[src/rtl/spr_pkg.sv]
package spr_pkg;

  localparam int BYTE_W     = 8;
  localparam int HOLD_LIMIT = 16;
  localparam int PAT_BITS   = HOLD_LIMIT * BYTE_W;
  localparam int CFG_AW     = 6;
  localparam int CFG_DW     = 64;
  localparam int LEN_W      = 5;

  localparam logic [2:0] REG_PAT_LO  = 3'd0;
  localparam logic [2:0] REG_PAT_HI  = 3'd1;
  localparam logic [2:0] REG_PAT_LEN = 3'd2;
  localparam logic [2:0] REG_REP_LO  = 3'd3;
  localparam logic [2:0] REG_REP_HI  = 3'd4;
  localparam logic [2:0] REG_REP_LEN = 3'd5;

  typedef struct packed {
    logic [BYTE_W-1:0] text_byte;
    logic              final_byte;
  } in_t;

  typedef struct packed {
    logic [BYTE_W-1:0] out_byte;
    logic              byte_present;
    logic              end_of_text;
    logic              run_last;
  } out_t;

  typedef struct packed {
    logic shift;
    logic load;
  } cell_ctl_t;

endpackage

[src/rtl/stream_pattern_replacer_unit.sv]
// Stream find-and-replace. Text enters one byte per request on the in_ channel
// (text_byte, final_byte); results leave on the out_ channel, one byte per
// request, with run_last set on the last result caused by an input byte.
// Bytes that may still begin a match sit in a chain of byte cells; on a
// mismatch the chain shifts out one byte per cycle from the front, while the
// output is not stalled, until the rest is a prefix of the pattern. A full
// match emits the replacement, one byte per cycle unless the output stalls.
// final_byte flushes the chain and adds an end marker (byte_present 0,
// end_of_text 1). An input byte keeps the sequencer through the accept cycle,
// the prefix decision (skipped when the pattern length is zero), its results
// and a closing step that sets run_last. Results pass through a pending
// register to the output register. Pattern and replacement are programmed
// over the APB port (64-bit registers at 8-byte spacing); the user must
// program them only while the unit is idle, which the unit does not enforce.
// A pattern write drops held bytes. A stalled output holds its request and
// the sequencer waits behind it; a new input is taken while the last result
// of the previous one is still waiting.
// Reset (rst_n low, synchronous) clears the configuration and control registers and empties the chain.
module stream_pattern_replacer_unit import spr_pkg::*; #(
  parameter int PATTERN_MAX = 16,
  parameter int REPLACE_MAX = 16
) (
  input  logic              clk,
  input  logic              rst_n,
  input  logic              in_valid,
  output logic              in_stall,
  input  in_t               in_data,
  output logic              out_valid,
  input  logic              out_stall,
  output out_t              out_data,
  input  logic              cfg_psel,
  input  logic              cfg_penable,
  input  logic              cfg_pwrite,
  input  logic [CFG_AW-1:0] cfg_paddr,
  input  logic [CFG_DW-1:0] cfg_pwdata,
  output logic [CFG_DW-1:0] cfg_prdata,
  output logic              cfg_pready
);

  localparam int HOLD_N = (PATTERN_MAX < HOLD_LIMIT) ? PATTERN_MAX : HOLD_LIMIT;
  localparam int REP_N  = (REPLACE_MAX < HOLD_LIMIT) ? REPLACE_MAX : HOLD_LIMIT;
  localparam int CNT_W  = $clog2(HOLD_N+1);
  localparam int REP_W  = $clog2(REP_N+1);

  localparam logic [2:0] S_IDLE  = 3'd0;
  localparam logic [2:0] S_PASS  = 3'd1;
  localparam logic [2:0] S_CHECK = 3'd2;
  localparam logic [2:0] S_REP   = 3'd3;
  localparam logic [2:0] S_FIN   = 3'd4;
  localparam logic [2:0] S_CLOSE = 3'd5;

  logic [63:0]      pat_lo_r, pat_hi_r, rep_lo_r, rep_hi_r;
  logic [LEN_W-1:0] plen_r, rlen_r;
  logic             cfg_wr;
  logic [2:0]       cfg_idx;
  logic             pat_wr;

  logic [2:0]        state_r, state_nxt;
  logic [CNT_W-1:0]  cnt_r, cnt_nxt;
  logic [REP_W-1:0]  rep_idx_r, rep_idx_nxt;
  logic [BYTE_W-1:0] byte_r, byte_nxt;
  logic              fin_r, fin_nxt;
  out_t              pend_r, out_r, gen, pend_fwd;
  logic              pend_v_r, out_v_r;
  logic              gen_v, close, adv, out_free, load_out;

  logic [CNT_W-1:0]    plen_eff;
  logic [REP_W-1:0]    rlen_eff;
  logic [PAT_BITS-1:0] rep_bits;
  cell_ctl_t           ctl;
  logic [BYTE_W-1:0]   front_byte;
  logic                all_match, prefix_ok;

  // configuration registers
  assign cfg_pready = 1'b1;
  assign cfg_wr     = cfg_psel && cfg_penable && cfg_pwrite;
  assign cfg_idx    = cfg_paddr[5:3];
  assign pat_wr     = cfg_wr && (cfg_idx == REG_PAT_LO || cfg_idx == REG_PAT_HI ||
                                 cfg_idx == REG_PAT_LEN);

  always_ff @(posedge clk) begin
    if (!rst_n) begin
      pat_lo_r <= '0;
      pat_hi_r <= '0;
      plen_r   <= '0;
      rep_lo_r <= '0;
      rep_hi_r <= '0;
      rlen_r   <= '0;
    end else if (cfg_wr) begin
      unique case (cfg_idx)
        REG_PAT_LO:  pat_lo_r <= cfg_pwdata;
        REG_PAT_HI:  pat_hi_r <= cfg_pwdata;
        REG_PAT_LEN: plen_r   <= cfg_pwdata[LEN_W-1:0];
        REG_REP_LO:  rep_lo_r <= cfg_pwdata;
        REG_REP_HI:  rep_hi_r <= cfg_pwdata;
        REG_REP_LEN: rlen_r   <= cfg_pwdata[LEN_W-1:0];
        default: ;
      endcase
    end
  end

  always_comb begin
    unique case (cfg_idx)
      REG_PAT_LO:  cfg_prdata = pat_lo_r;
      REG_PAT_HI:  cfg_prdata = pat_hi_r;
      REG_PAT_LEN: cfg_prdata = CFG_DW'(plen_r);
      REG_REP_LO:  cfg_prdata = rep_lo_r;
      REG_REP_HI:  cfg_prdata = rep_hi_r;
      REG_REP_LEN: cfg_prdata = CFG_DW'(rlen_r);
      default:     cfg_prdata = '0;
    endcase
  end

  assign plen_eff = (plen_r > LEN_W'(HOLD_N)) ? CNT_W'(HOLD_N) : CNT_W'(plen_r);
  assign rlen_eff = (rlen_r > LEN_W'(REP_N)) ? REP_W'(REP_N) : REP_W'(rlen_r);
  assign rep_bits = {rep_hi_r, rep_lo_r};

  spr_chain #(.DEPTH(HOLD_N)) u_chain (
    .clk        (clk),
    .ctl        (ctl),
    .cnt        (cnt_r),
    .wr_byte    (in_data.text_byte),
    .pattern    ({pat_hi_r, pat_lo_r}),
    .front_byte (front_byte),
    .all_match  (all_match)
  );

  assign prefix_ok = all_match && (cnt_r <= plen_eff);
  assign out_free  = !out_v_r || !out_stall;
  assign adv       = !pend_v_r || out_free;
  assign in_stall  = (state_r != S_IDLE);

  // sequencer
  always_comb begin
    state_nxt   = state_r;
    cnt_nxt     = cnt_r;
    rep_idx_nxt = rep_idx_r;
    byte_nxt    = byte_r;
    fin_nxt     = fin_r;
    ctl         = '0;
    gen_v       = 1'b0;
    gen         = '0;
    close       = 1'b0;
    unique case (state_r)
      S_IDLE: begin
        if (in_valid) begin
          byte_nxt = in_data.text_byte;
          fin_nxt  = in_data.final_byte;
          if (plen_eff == '0) begin
            state_nxt = S_PASS;
          end else begin
            ctl.load  = 1'b1;
            cnt_nxt   = cnt_r + CNT_W'(1);
            state_nxt = S_CHECK;
          end
        end
      end
      S_PASS: begin
        if (adv) begin
          gen_v            = 1'b1;
          gen.byte_present = 1'b1;
          if (cnt_r != '0) begin
            gen.out_byte = front_byte;
            ctl.shift    = 1'b1;
            cnt_nxt      = cnt_r - CNT_W'(1);
          end else begin
            gen.out_byte = byte_r;
            state_nxt    = fin_r ? S_FIN : S_CLOSE;
          end
        end
      end
      S_CHECK: begin
        if (cnt_r != '0 && !prefix_ok) begin
          if (adv) begin
            gen_v            = 1'b1;
            gen.byte_present = 1'b1;
            gen.out_byte     = front_byte;
            ctl.shift        = 1'b1;
            cnt_nxt          = cnt_r - CNT_W'(1);
          end
        end else if (cnt_r == plen_eff) begin
          cnt_nxt     = '0;
          rep_idx_nxt = '0;
          if (rlen_eff != '0) begin
            state_nxt = S_REP;
          end else begin
            state_nxt = fin_r ? S_FIN : S_CLOSE;
          end
        end else begin
          state_nxt = fin_r ? S_FIN : S_CLOSE;
        end
      end
      S_REP: begin
        if (adv) begin
          gen_v            = 1'b1;
          gen.byte_present = 1'b1;
          gen.out_byte     = rep_bits[4'(rep_idx_r)*BYTE_W +: BYTE_W];
          rep_idx_nxt      = rep_idx_r + REP_W'(1);
          if (rep_idx_r == rlen_eff - REP_W'(1)) begin
            state_nxt = fin_r ? S_FIN : S_CLOSE;
          end
        end
      end
      S_FIN: begin
        if (adv) begin
          gen_v = 1'b1;
          if (cnt_r != '0) begin
            gen.byte_present = 1'b1;
            gen.out_byte     = front_byte;
            ctl.shift        = 1'b1;
            cnt_nxt          = cnt_r - CNT_W'(1);
          end else begin
            gen.end_of_text = 1'b1;
            state_nxt       = S_CLOSE;
          end
        end
      end
      S_CLOSE: begin
        if (!pend_v_r) begin
          state_nxt = S_IDLE;
        end else if (out_free) begin
          close     = 1'b1;
          state_nxt = S_IDLE;
        end
      end
      default: state_nxt = S_IDLE;
    endcase
  end

  assign load_out = (gen_v && pend_v_r) || close;

  always_comb begin
    pend_fwd          = pend_r;
    pend_fwd.run_last = close;
  end

  always_ff @(posedge clk) begin
    if (!rst_n) begin
      state_r   <= S_IDLE;
      cnt_r     <= '0;
      rep_idx_r <= '0;
      pend_v_r  <= 1'b0;
      out_v_r   <= 1'b0;
    end else begin
      state_r   <= state_nxt;
      cnt_r     <= pat_wr ? '0 : cnt_nxt;
      rep_idx_r <= rep_idx_nxt;
      if (gen_v) begin
        pend_v_r <= 1'b1;
      end else if (close) begin
        pend_v_r <= 1'b0;
      end
      if (load_out) begin
        out_v_r <= 1'b1;
      end else if (!out_stall) begin
        out_v_r <= 1'b0;
      end
    end
  end

  always_ff @(posedge clk) begin
    byte_r <= byte_nxt;
    fin_r  <= fin_nxt;
    if (gen_v) begin
      pend_r <= gen;
    end
    if (load_out) begin
      out_r <= pend_fwd;
    end
  end

  assign out_valid = out_v_r;
  assign out_data  = out_r;

  a_idle_no_pend: assert property (@(posedge clk) disable iff (!rst_n)
    state_r == S_IDLE |-> !pend_v_r)
    else $error("pending result left over while idle");

  a_held_below_len: assert property (@(posedge clk) disable iff (!rst_n)
    (state_r == S_IDLE && plen_eff != '0) |-> cnt_r < plen_eff)
    else $error("held bytes reach pattern length while idle");

  a_end_is_last: assert property (@(posedge clk) disable iff (!rst_n)
    (out_valid && out_data.end_of_text) |-> out_data.run_last)
    else $error("end marker not last of its run");

  a_accept_busy: assert property (@(posedge clk) disable iff (!rst_n)
    (in_valid && !in_stall) |=> state_r != S_IDLE)
    else $error("sequencer did not start after accept");

endmodule

[src/rtl/spr_cell.sv]
module spr_cell import spr_pkg::*; (
  input  logic              clk,
  input  cell_ctl_t         ctl,
  input  logic [BYTE_W-1:0] nbr_byte,
  input  logic [BYTE_W-1:0] wr_byte,
  input  logic [BYTE_W-1:0] pat_byte,
  output logic [BYTE_W-1:0] held_byte,
  output logic              match
);

  logic [BYTE_W-1:0] data_r;

  always_ff @(posedge clk) begin
    if (ctl.shift) begin
      data_r <= nbr_byte;
    end else if (ctl.load) begin
      data_r <= wr_byte;
    end
  end

  assign held_byte = data_r;
  assign match     = (data_r == pat_byte);

endmodule

[src/rtl/spr_chain.sv]
module spr_chain import spr_pkg::*; #(
  parameter int DEPTH = 16
) (
  input  logic                         clk,
  input  cell_ctl_t                    ctl,
  input  logic [$clog2(DEPTH+1)-1:0]   cnt,
  input  logic [BYTE_W-1:0]            wr_byte,
  input  logic [PAT_BITS-1:0]          pattern,
  output logic [BYTE_W-1:0]            front_byte,
  output logic                         all_match
);

  localparam int CNT_W = $clog2(DEPTH+1);

  logic [BYTE_W-1:0] held_w [DEPTH+1];
  logic [DEPTH-1:0]  ok_w;

  assign held_w[DEPTH] = '0;

  for (genvar k = 0; k < DEPTH; k++) begin : g_cell
    cell_ctl_t cctl;
    logic      m;

    assign cctl.shift = ctl.shift;
    assign cctl.load  = ctl.load && (cnt == CNT_W'(k));

    spr_cell u_cell (
      .clk       (clk),
      .ctl       (cctl),
      .nbr_byte  (held_w[k+1]),
      .wr_byte   (wr_byte),
      .pat_byte  (pattern[k*BYTE_W +: BYTE_W]),
      .held_byte (held_w[k]),
      .match     (m)
    );

    // entries at or above the count are not held
    assign ok_w[k] = m || (CNT_W'(k) >= cnt);
  end

  assign front_byte = held_w[0];
  assign all_match  = &ok_w;

endmodule

[config.mk]
export PLATFORM = sky130hd
export DESIGN_NAME = stream_pattern_replacer_unit
export DESIGN_NICKNAME = d
export VERILOG_FILES = /design/src/rtl/spr_pkg.sv /design/src/rtl/stream_pattern_replacer_unit.sv /design/src/rtl/spr_cell.sv /design/src/rtl/spr_chain.sv
export SDC_FILE = /design/constraint.sdc
export NUM_CORES = 1
export LEC_CHECK = 0
export BUFFER_PORTS_ARGS = -buffer_cell sky130_fd_sc_hd__buf_2
export CORE_UTILIZATION = 40
export CTS_CLUSTER_SIZE = 28
export DETAILED_ROUTE_END_ITERATION = 7
export PLACE_DENSITY_LB_ADDON = 0.1
export SLEW_MARGIN = 30
export SYNTH_ARGS = -nofsm -noshare
export SYNTH_HDL_FRONTEND = slang
export SYNTH_SLANG_ARGS = --single-unit
[constraint.sdc]
create_clock -name clk -period 4.41 [get_ports clk]
set_clock_uncertainty 0.15 [all_clocks]
set_input_delay 0.6615 -clock clk [delete_from_list [all_inputs] [get_ports clk]]
set_output_delay 0.6615 -clock clk [all_outputs]
set_load 0.05 [all_outputs]
### After elaboration in Yosys (flattened, before gate mapping)

Cells that the tools add are included.

* muxes and demuxes: 84
* bitwise logic cells: 1
* add/sub/neg operators: 4
* order comparisons: 19
* reduce and logical (&&, ||, !) cells: 87
* equal/unequal tests: 59
* shift-type cells: 1

Operators with widths (number)
* $pmux 64 s6: 1
* $mux 8: 31
* $eq 8x8->1: 16
* $shiftx 128x8->8: 1
* $mux 5: 11
* $mux 9: 5
* $eq 5x4->1 const B: 8
* $ge 4x5->1 const A: 8
* $mux 3: 12
* $pmux 9 s4: 1
* $reduce_bool 2->1: 17
* $logic_and 1x1->1: 22
* $logic_or 1x1->1: 21
* $eq 5x3->1 const B: 4
* $ge 3x5->1 const A: 4
* $ne 2x2->1 const B: 10
* $pmux 3 s6: 1
* $mux 1: 16
* $reduce_and 16->1: 1
* $reduce_and 2->1: 8
* $pmux 5 s3: 1
* $eq 3x2->1 const B: 4
* $eq 3x3->1 const B: 4
* $add 5x1->5 const B: 2
* 26 further kinds: 46

* word-level logic and storage cells: 291
* flip-flop bits (word level): 439
* output and inout port bits: 78
* input port bits: 86

### Logic depth before layout (Yosys ltp)

* depth after elaboration: 11
* mapped depth: 14
* mapped depth without buffers: 11

### Hierarchy

Synthesis repeated with hierarchy kept, for this count alone.

* cells, all modules: 2181
* area total of the unflattened synthesis: 22046.1 um^2

Modules (own cells, without submodules)
* stream_pattern_replacer_unit: cells an instance 1656, area each 14249.9 um^2, times used 1
* spr_cell: cells an instance 29, area each 464.2 um^2, times used 16
* spr_chain: cells an instance 61, area each 369.1 um^2, times used 1

### Least setup slack after synthesis

No wires, ideal clock.

* kind: reg-to-reg
* start: register plen_r[4]
* end: register u_chain.g_cell[9].u_cell.data_r[0] (enable)
* period minus slack after synthesis: 3484 ps
* setup time: 356 ps
* stages on the path, launching flop included: 13
* path slack: 926 ps
* arrival time: 2978 ps
* cells stage by stage: dfxtp_1 > inv_1 > nand2_1 > ha_1 > a21o_1 > a221o_1 > a2111oi_4 > nand4_2 > nor3_2 > o31a_1 > buf_6 > buf_4 > o21ai_0

* cells in the longest elaborated chain, start to end: 9
* elaborated cells between the ends (all ways): 14

Ends and longest elaborated chain
* start: declaration: line stream_pattern_replacer_unit.sv:53 `logic [LEN_W-1:0] plen_r, rlen_r;`
* start signal: assignment: line stream_pattern_replacer_unit.sv:93 `REG_PAT_LEN: plen_r <= cfg_pwdata[LEN_W-1:0];`
* $gt 5x5->1: line stream_pattern_replacer_unit.sv:114 `assign plen_eff = (plen_r > LEN_W'(HOLD_N)) ? CNT_W'(HOLD_N) : CNT_W'(plen_r);`
* $mux 5 (*): line stream_pattern_replacer_unit.sv:114
* $le 5x5->1: line stream_pattern_replacer_unit.sv:128 `assign prefix_ok = all_match && (cnt_r <= plen_eff);`
* $logic_and 1x1->1: line stream_pattern_replacer_unit.sv:128
* $logic_not 1->1: line stream_pattern_replacer_unit.sv:173 `if (cnt_r != '0 && !prefix_ok) begin`
* $logic_and 1x1->1: line stream_pattern_replacer_unit.sv:173
* $mux 1: line stream_pattern_replacer_unit.sv:173
* $pmux 1 s2: line stream_pattern_replacer_unit.sv:144 `unique case (state_r)`
* $reduce_bool 2->1 (no line) (*)
* end signal: assignment: line spr_cell.sv:15 `data_r <= nbr_byte;`
* end signal: assignment: line spr_cell.sv:17 `data_r <= wr_byte;`
* end: declaration: line spr_cell.sv:11 `logic [BYTE_W-1:0] data_r;`

Every way passes the cells marked *; elsewhere a longest branch is shown, timed or not.
A chain may end at the register's enable or synchronous reset.

### Worst setup path in the final report

* start: register u_chain.g_cell[13].u_cell.data_r[4]
* end: register u_chain.g_cell[6].u_cell.data_r[7] (data pin)

* cells in the longest elaborated chain, start to end: 9

Ends and longest elaborated chain
* start: declaration: line spr_cell.sv:11
* start signal: assignment: line spr_cell.sv:15
* start signal: assignment: line spr_cell.sv:17
* $eq 8x8->1: line spr_cell.sv:22 `assign match = (data_r == pat_byte);`
* $logic_or 1x1->1: line spr_chain.sv:38 `assign ok_w[k] = m || (CNT_W'(k) >= cnt);`
* $reduce_and 16->1: line spr_chain.sv:42 `assign all_match = &ok_w;`
* $logic_and 1x1->1: line stream_pattern_replacer_unit.sv:128
* $logic_not 1->1: line stream_pattern_replacer_unit.sv:173
* $logic_and 1x1->1: line stream_pattern_replacer_unit.sv:173
* $mux 1: line stream_pattern_replacer_unit.sv:173
* $pmux 1 s2: line stream_pattern_replacer_unit.sv:144
* $mux 8: line spr_cell.sv:14 `if (ctl.shift) begin`
* end signal: assignment: line spr_cell.sv:15
* end signal: assignment: line spr_cell.sv:17
* end: declaration: line spr_cell.sv:11

No other way between the ends.

==> summary.txt <==
Run status
  – Status: finished clean

Timing
  – Setup TNS: 0 ns
  – Achievable frequency: about 260 MHz
  – RSZ-0062 raised after global routing: false
  – Worst-margin pin slew: about 0.93 ns
  – Max-slew headroom: 37.9%
  – Fin crit share: 88.3%
  – Period minus WS final: 3.89 ns
  – Slew Viols, Final: 0
  – Final-report setup violation count: 0
  – Fin. Hold Viols: 0
  – Hold_ws: 0.120 ns

Logic synthesis
  – Synth warn: 0
  – Post-synth top flop: dfxtp_1
  – FF+latch count, synth: 439
  – Post-synthesis sequential area ratio: 47.5%
  – Post-synth cell types: 71
  – Post-synth top area share: 26.7%
  – Most frequent cell after synthesis: nand2_1
  – Commonest cells post-synth: nand2_1 (803), dfxtp_1 (289), a21boi_0 (259), edfxtp_1 (150), clkbuf_1 (133)
  – Share of flip-flops with an asynchronous set or reset: 0%
  – Cells after Synth: about 2300
  – Syn_area_per_cell: 9.33 µm²
  – Syn_nets: approximately 2400
  – Top post-synthesis cells by area: dfxtp_1 (27%), edfxtp_1 (21%), nand2_1 (14%)
  – Synth Cell Area: between 20000 and 25000 µm²
  – Post-synth EDFFs: 150
  – Cell taking the most area after synthesis: dfxtp_1

Worst hold path
  – Hold Crit Depth: 1
  – Hold EP: fin_r
  – Hold Crit Class: in2reg
  – Min-delay src: in_data[0]

Placement
  – IO Port Bufs: 159
  – Post-DP HPWL: ~57 mm
  – RD Place Congestion: around 0.90

GRT
  – Largest net degree at the start of global routing: 198
  – Global-route wire length before repair: between 100 and 150 mm
  – Total track usage: around 28%
  – Vias in the first global route: about 17000
  – GR Overflow Total: 0
  – Initial antenna violation count: 1

Setup path
  – Largest fanout on the critical path: 15
  – Bufs and invs on worst path: 1
  – Crit-path cells: xor2_1 -> nor4_1 -> a21oi_1 -> a2111oi_4 -> nand4_2 -> nor3_2 -> o31a_1 -> nand2_1 -> buf_4 -> nand2_1
  – Reg-to-reg startpoint: u_chain.g_cell[13].u_cell.held_byte[4]
  – WS Path Type: reg2reg
  – Worst Reg2Reg Path Length in Cells: 10
  – Slowest-stage cell, CP: nor4_1
  – Cell mode on critical path: nand2_1
  – Startpoint Class: register
  – Crit-path max cell delay: 0.63 ns
  – RR Endpoint: u_chain.g_cell[6].u_cell.held_byte[7]
  – Top Family by Delay on Critical Path: simple AND/OR/NAND/NOR gates
  – Crit. End Element: register
  – Worst R2R Setup Slack: 0.52 ns
  – Arr. time, crit path: approximately 4.2 ns
  – WP data required: between 4 and 5 ns

Routing
  – Routed length per instance: roughly 26 µm
  – Post-route DRC: 0
  – Antenna viol nets, final: 0
  – Router iterations before antenna repair: 5
  – Routed wire length: 80.3 mm
  – Vias/cell: 5.72
  – Vias: 17960
  – Starting DRT DRC Count: 1916

Floorplanning
  – Full die area: around 55000 µm²
  – Die height: 235 µm
  – Initial Util: 40.8%
  – Core Box Area: 53100 µm²
  – Die width: around 230 µm
  – Std cell rows: 84
  – I/O Pins: 164

Pwr
  – Comb power frac: about a quarter
  – Switching share of power: 33.8%
  – Reg power frac: 43.0%
  – Tot Pwr: ~13 mW
  – Pwr dens: roughly 520 nW/µm²
  – Net Switching: 4.36 mW
  – Int Power: 8.54 mW
  – Clock power share: 32.4%
  – P_leak: 9.12 nW
  – VDD IR max: 459 µV

CTS
  – Hold-fix buffers, CTS: 0
  – Bufs on Longest Clock Path: 3
  – Skew-Pair Late Insertion Delay: between 0.6 and 0.7 ns
  – TritonCTS clock tree: built
  – Worst-path clk slew: ~0.06 ns
  – Root Driver: clkbuf_16
  – Total setup buffers inserted after CTS: 0
  – CTS Buf Count: 50
  – Post_cts resized: 0
  – H-Tree Depth: 2
  – CTS Sinks: 439

Finish
  – Post-layout nets: 2510
  – Share of cells above drive strength 1: 14.9%
  – # fillers: 5045
  – Synthesis-to-finish area growth: 14.3%

Run
  – Max Cap Viol: 0
area by class of cell:
| cell class | instances | area, µm² | share of cell area (%) |
|---|---|---|---|
| repair buffers | 203 | 1270 | 5.13 |
| well taps | 688 | 861 | 3.48 |
| multi-input cells | 1693 | 10600 | 42.9 |
| diodes | 1 | 2.50 | 0.0101 |
| inverters | 25 | 93.8 | 0.379 |
| flip-flops and latches | 439 | 10300 | 41.6 |
| clock buffers | 61 | 1330 | 5.38 |
| clock inverters | 28 | 282 | 1.14 |
stage by stage:
stage	instances	util, %	worst slack [ns]	area (µm²)
after floorplan	2321	-	0.926	21700
final	3138	46.7	0.517	24800
after global routing	3138	46.7	0.298	24800
after global placement	3048	43.6	0.586	23100
after CTS	3137	46.6	0.564	24800
after detailed placement	3048	43.6	0.583	23100
cell families (layout without fill, tap and decap cells):
family                     after synthesis  count (layout)  synth area share (%)
AOI/OAI and AO/OA                      509             509                  18.3
DFF                                    439             439                  47.5
adders and majority gates               12              12                 0.693
buffers and inverters                  189             317                  3.70
other                                    1               2                0.0173
and+or+nand+nor                        957             957                  18.3
xor gates and xnor gates               139             139                  5.62
muxes                                   75              75                  5.93
flip-flops by register name, indices dropped and copies added (netlist names):
name                             count
cnt_r                                5
out_data                            11
rep_lo_r                            64
pat_lo_r                            64
pat_hi_r                            64
pend_fwd                            10
state_r                              3
u_chain.g_cell.u_cell.held_byte    128
out_valid                            1
fin_r                                1
byte_r                               8
plen_r                               5
pend_v_r                             1
rep_hi_r                            64
rlen_r                               5
rep_idx_r                            5
placed cells by master (no fill, tap or decap), types with 5 or more instances in the layout:
| cell | n |
|---|---|
| dfxtp_1 | 288 |
| mux2_2 | 6 |
| and3_1 | 7 |
| clkinv_1 | 10 |
| nand2_4 | 9 |
| buf_2 | 158 |
| ha_1 | 12 |
| a22oi_1 | 15 |
| mux4_2 | 42 |
| clkbuf_1 | 7 |
| nand2_1 | 799 |
| a21boi_0 | 259 |
| a22o_1 | 57 |
| o22ai_1 | 12 |
| nor4_1 | 29 |
| mux2i_1 | 27 |
| xnor2_1 | 28 |
| buf_12 | 11 |
| edfxtp_1 | 150 |
| a21oi_1 | 23 |
| nand3_1 | 13 |
| clkinv_2 | 11 |
| nor2b_1 | 14 |
| o211ai_1 | 5 |
| bufinv_16 | 5 |
| nor2_1 | 34 |
| o21ai_0 | 24 |
| nand4_1 | 11 |
| buf_4 | 33 |
| xor2_1 | 111 |
| clkbuf_16 | 50 |
| o21ai_1 | 14 |
| inv_1 | 22 |
| nor3_1 | 10 |
| a221o_1 | 60 |
power groups by stage:
| stage | Sequential [mW] | Combinational, mW | Clock [mW] |
|---|---|---|---|
| floorplan | 5.49 | 2.16 | 0 |
| global placement | 5.61 | 3.09 | 0 |
| detailed placement | 5.62 | 3.13 | 0 |
| CTS | 5.54 | 3.14 | 4.24 |
| global route | 5.59 | 3.43 | 4.40 |
| finish | 5.55 | 3.17 | 4.18 |
worst max path at each step:
stage,depth (start not counted),startpoint,to,slack [ns]
final,10,u_chain.g_cell[13].u_cell.held_byte[4],u_chain.g_cell[6].u_cell.held_byte[7],0.52
after global routing,13,plen_r[4],u_chain.g_cell[0].u_cell.held_byte[7],0.30
after CTS,10,plen_r[4],u_chain.g_cell[11].u_cell.held_byte[1],0.56
after detailed placement,10,plen_r[4],u_chain.g_cell[11].u_cell.held_byte[7],0.58
after global placement,11,plen_r[4],u_chain.g_cell[9].u_cell.held_byte[7],0.59
after floorplan,12,plen_r[4],u_chain.g_cell[9].u_cell.held_byte[0],0.93
per-layer routing:
layer	vias to the layer above	share of wire, %	GRT usage [%]	routed length [µm]
met5	-	0	0	0
li1	8277	-	-	-
met4	0	3.7	10.7	2990
met1	8813	43	38.0	34400
met3	117	6.7	4.42	5390
met2	753	47	46.3	37500
Power figures use the tool's default switching activity.
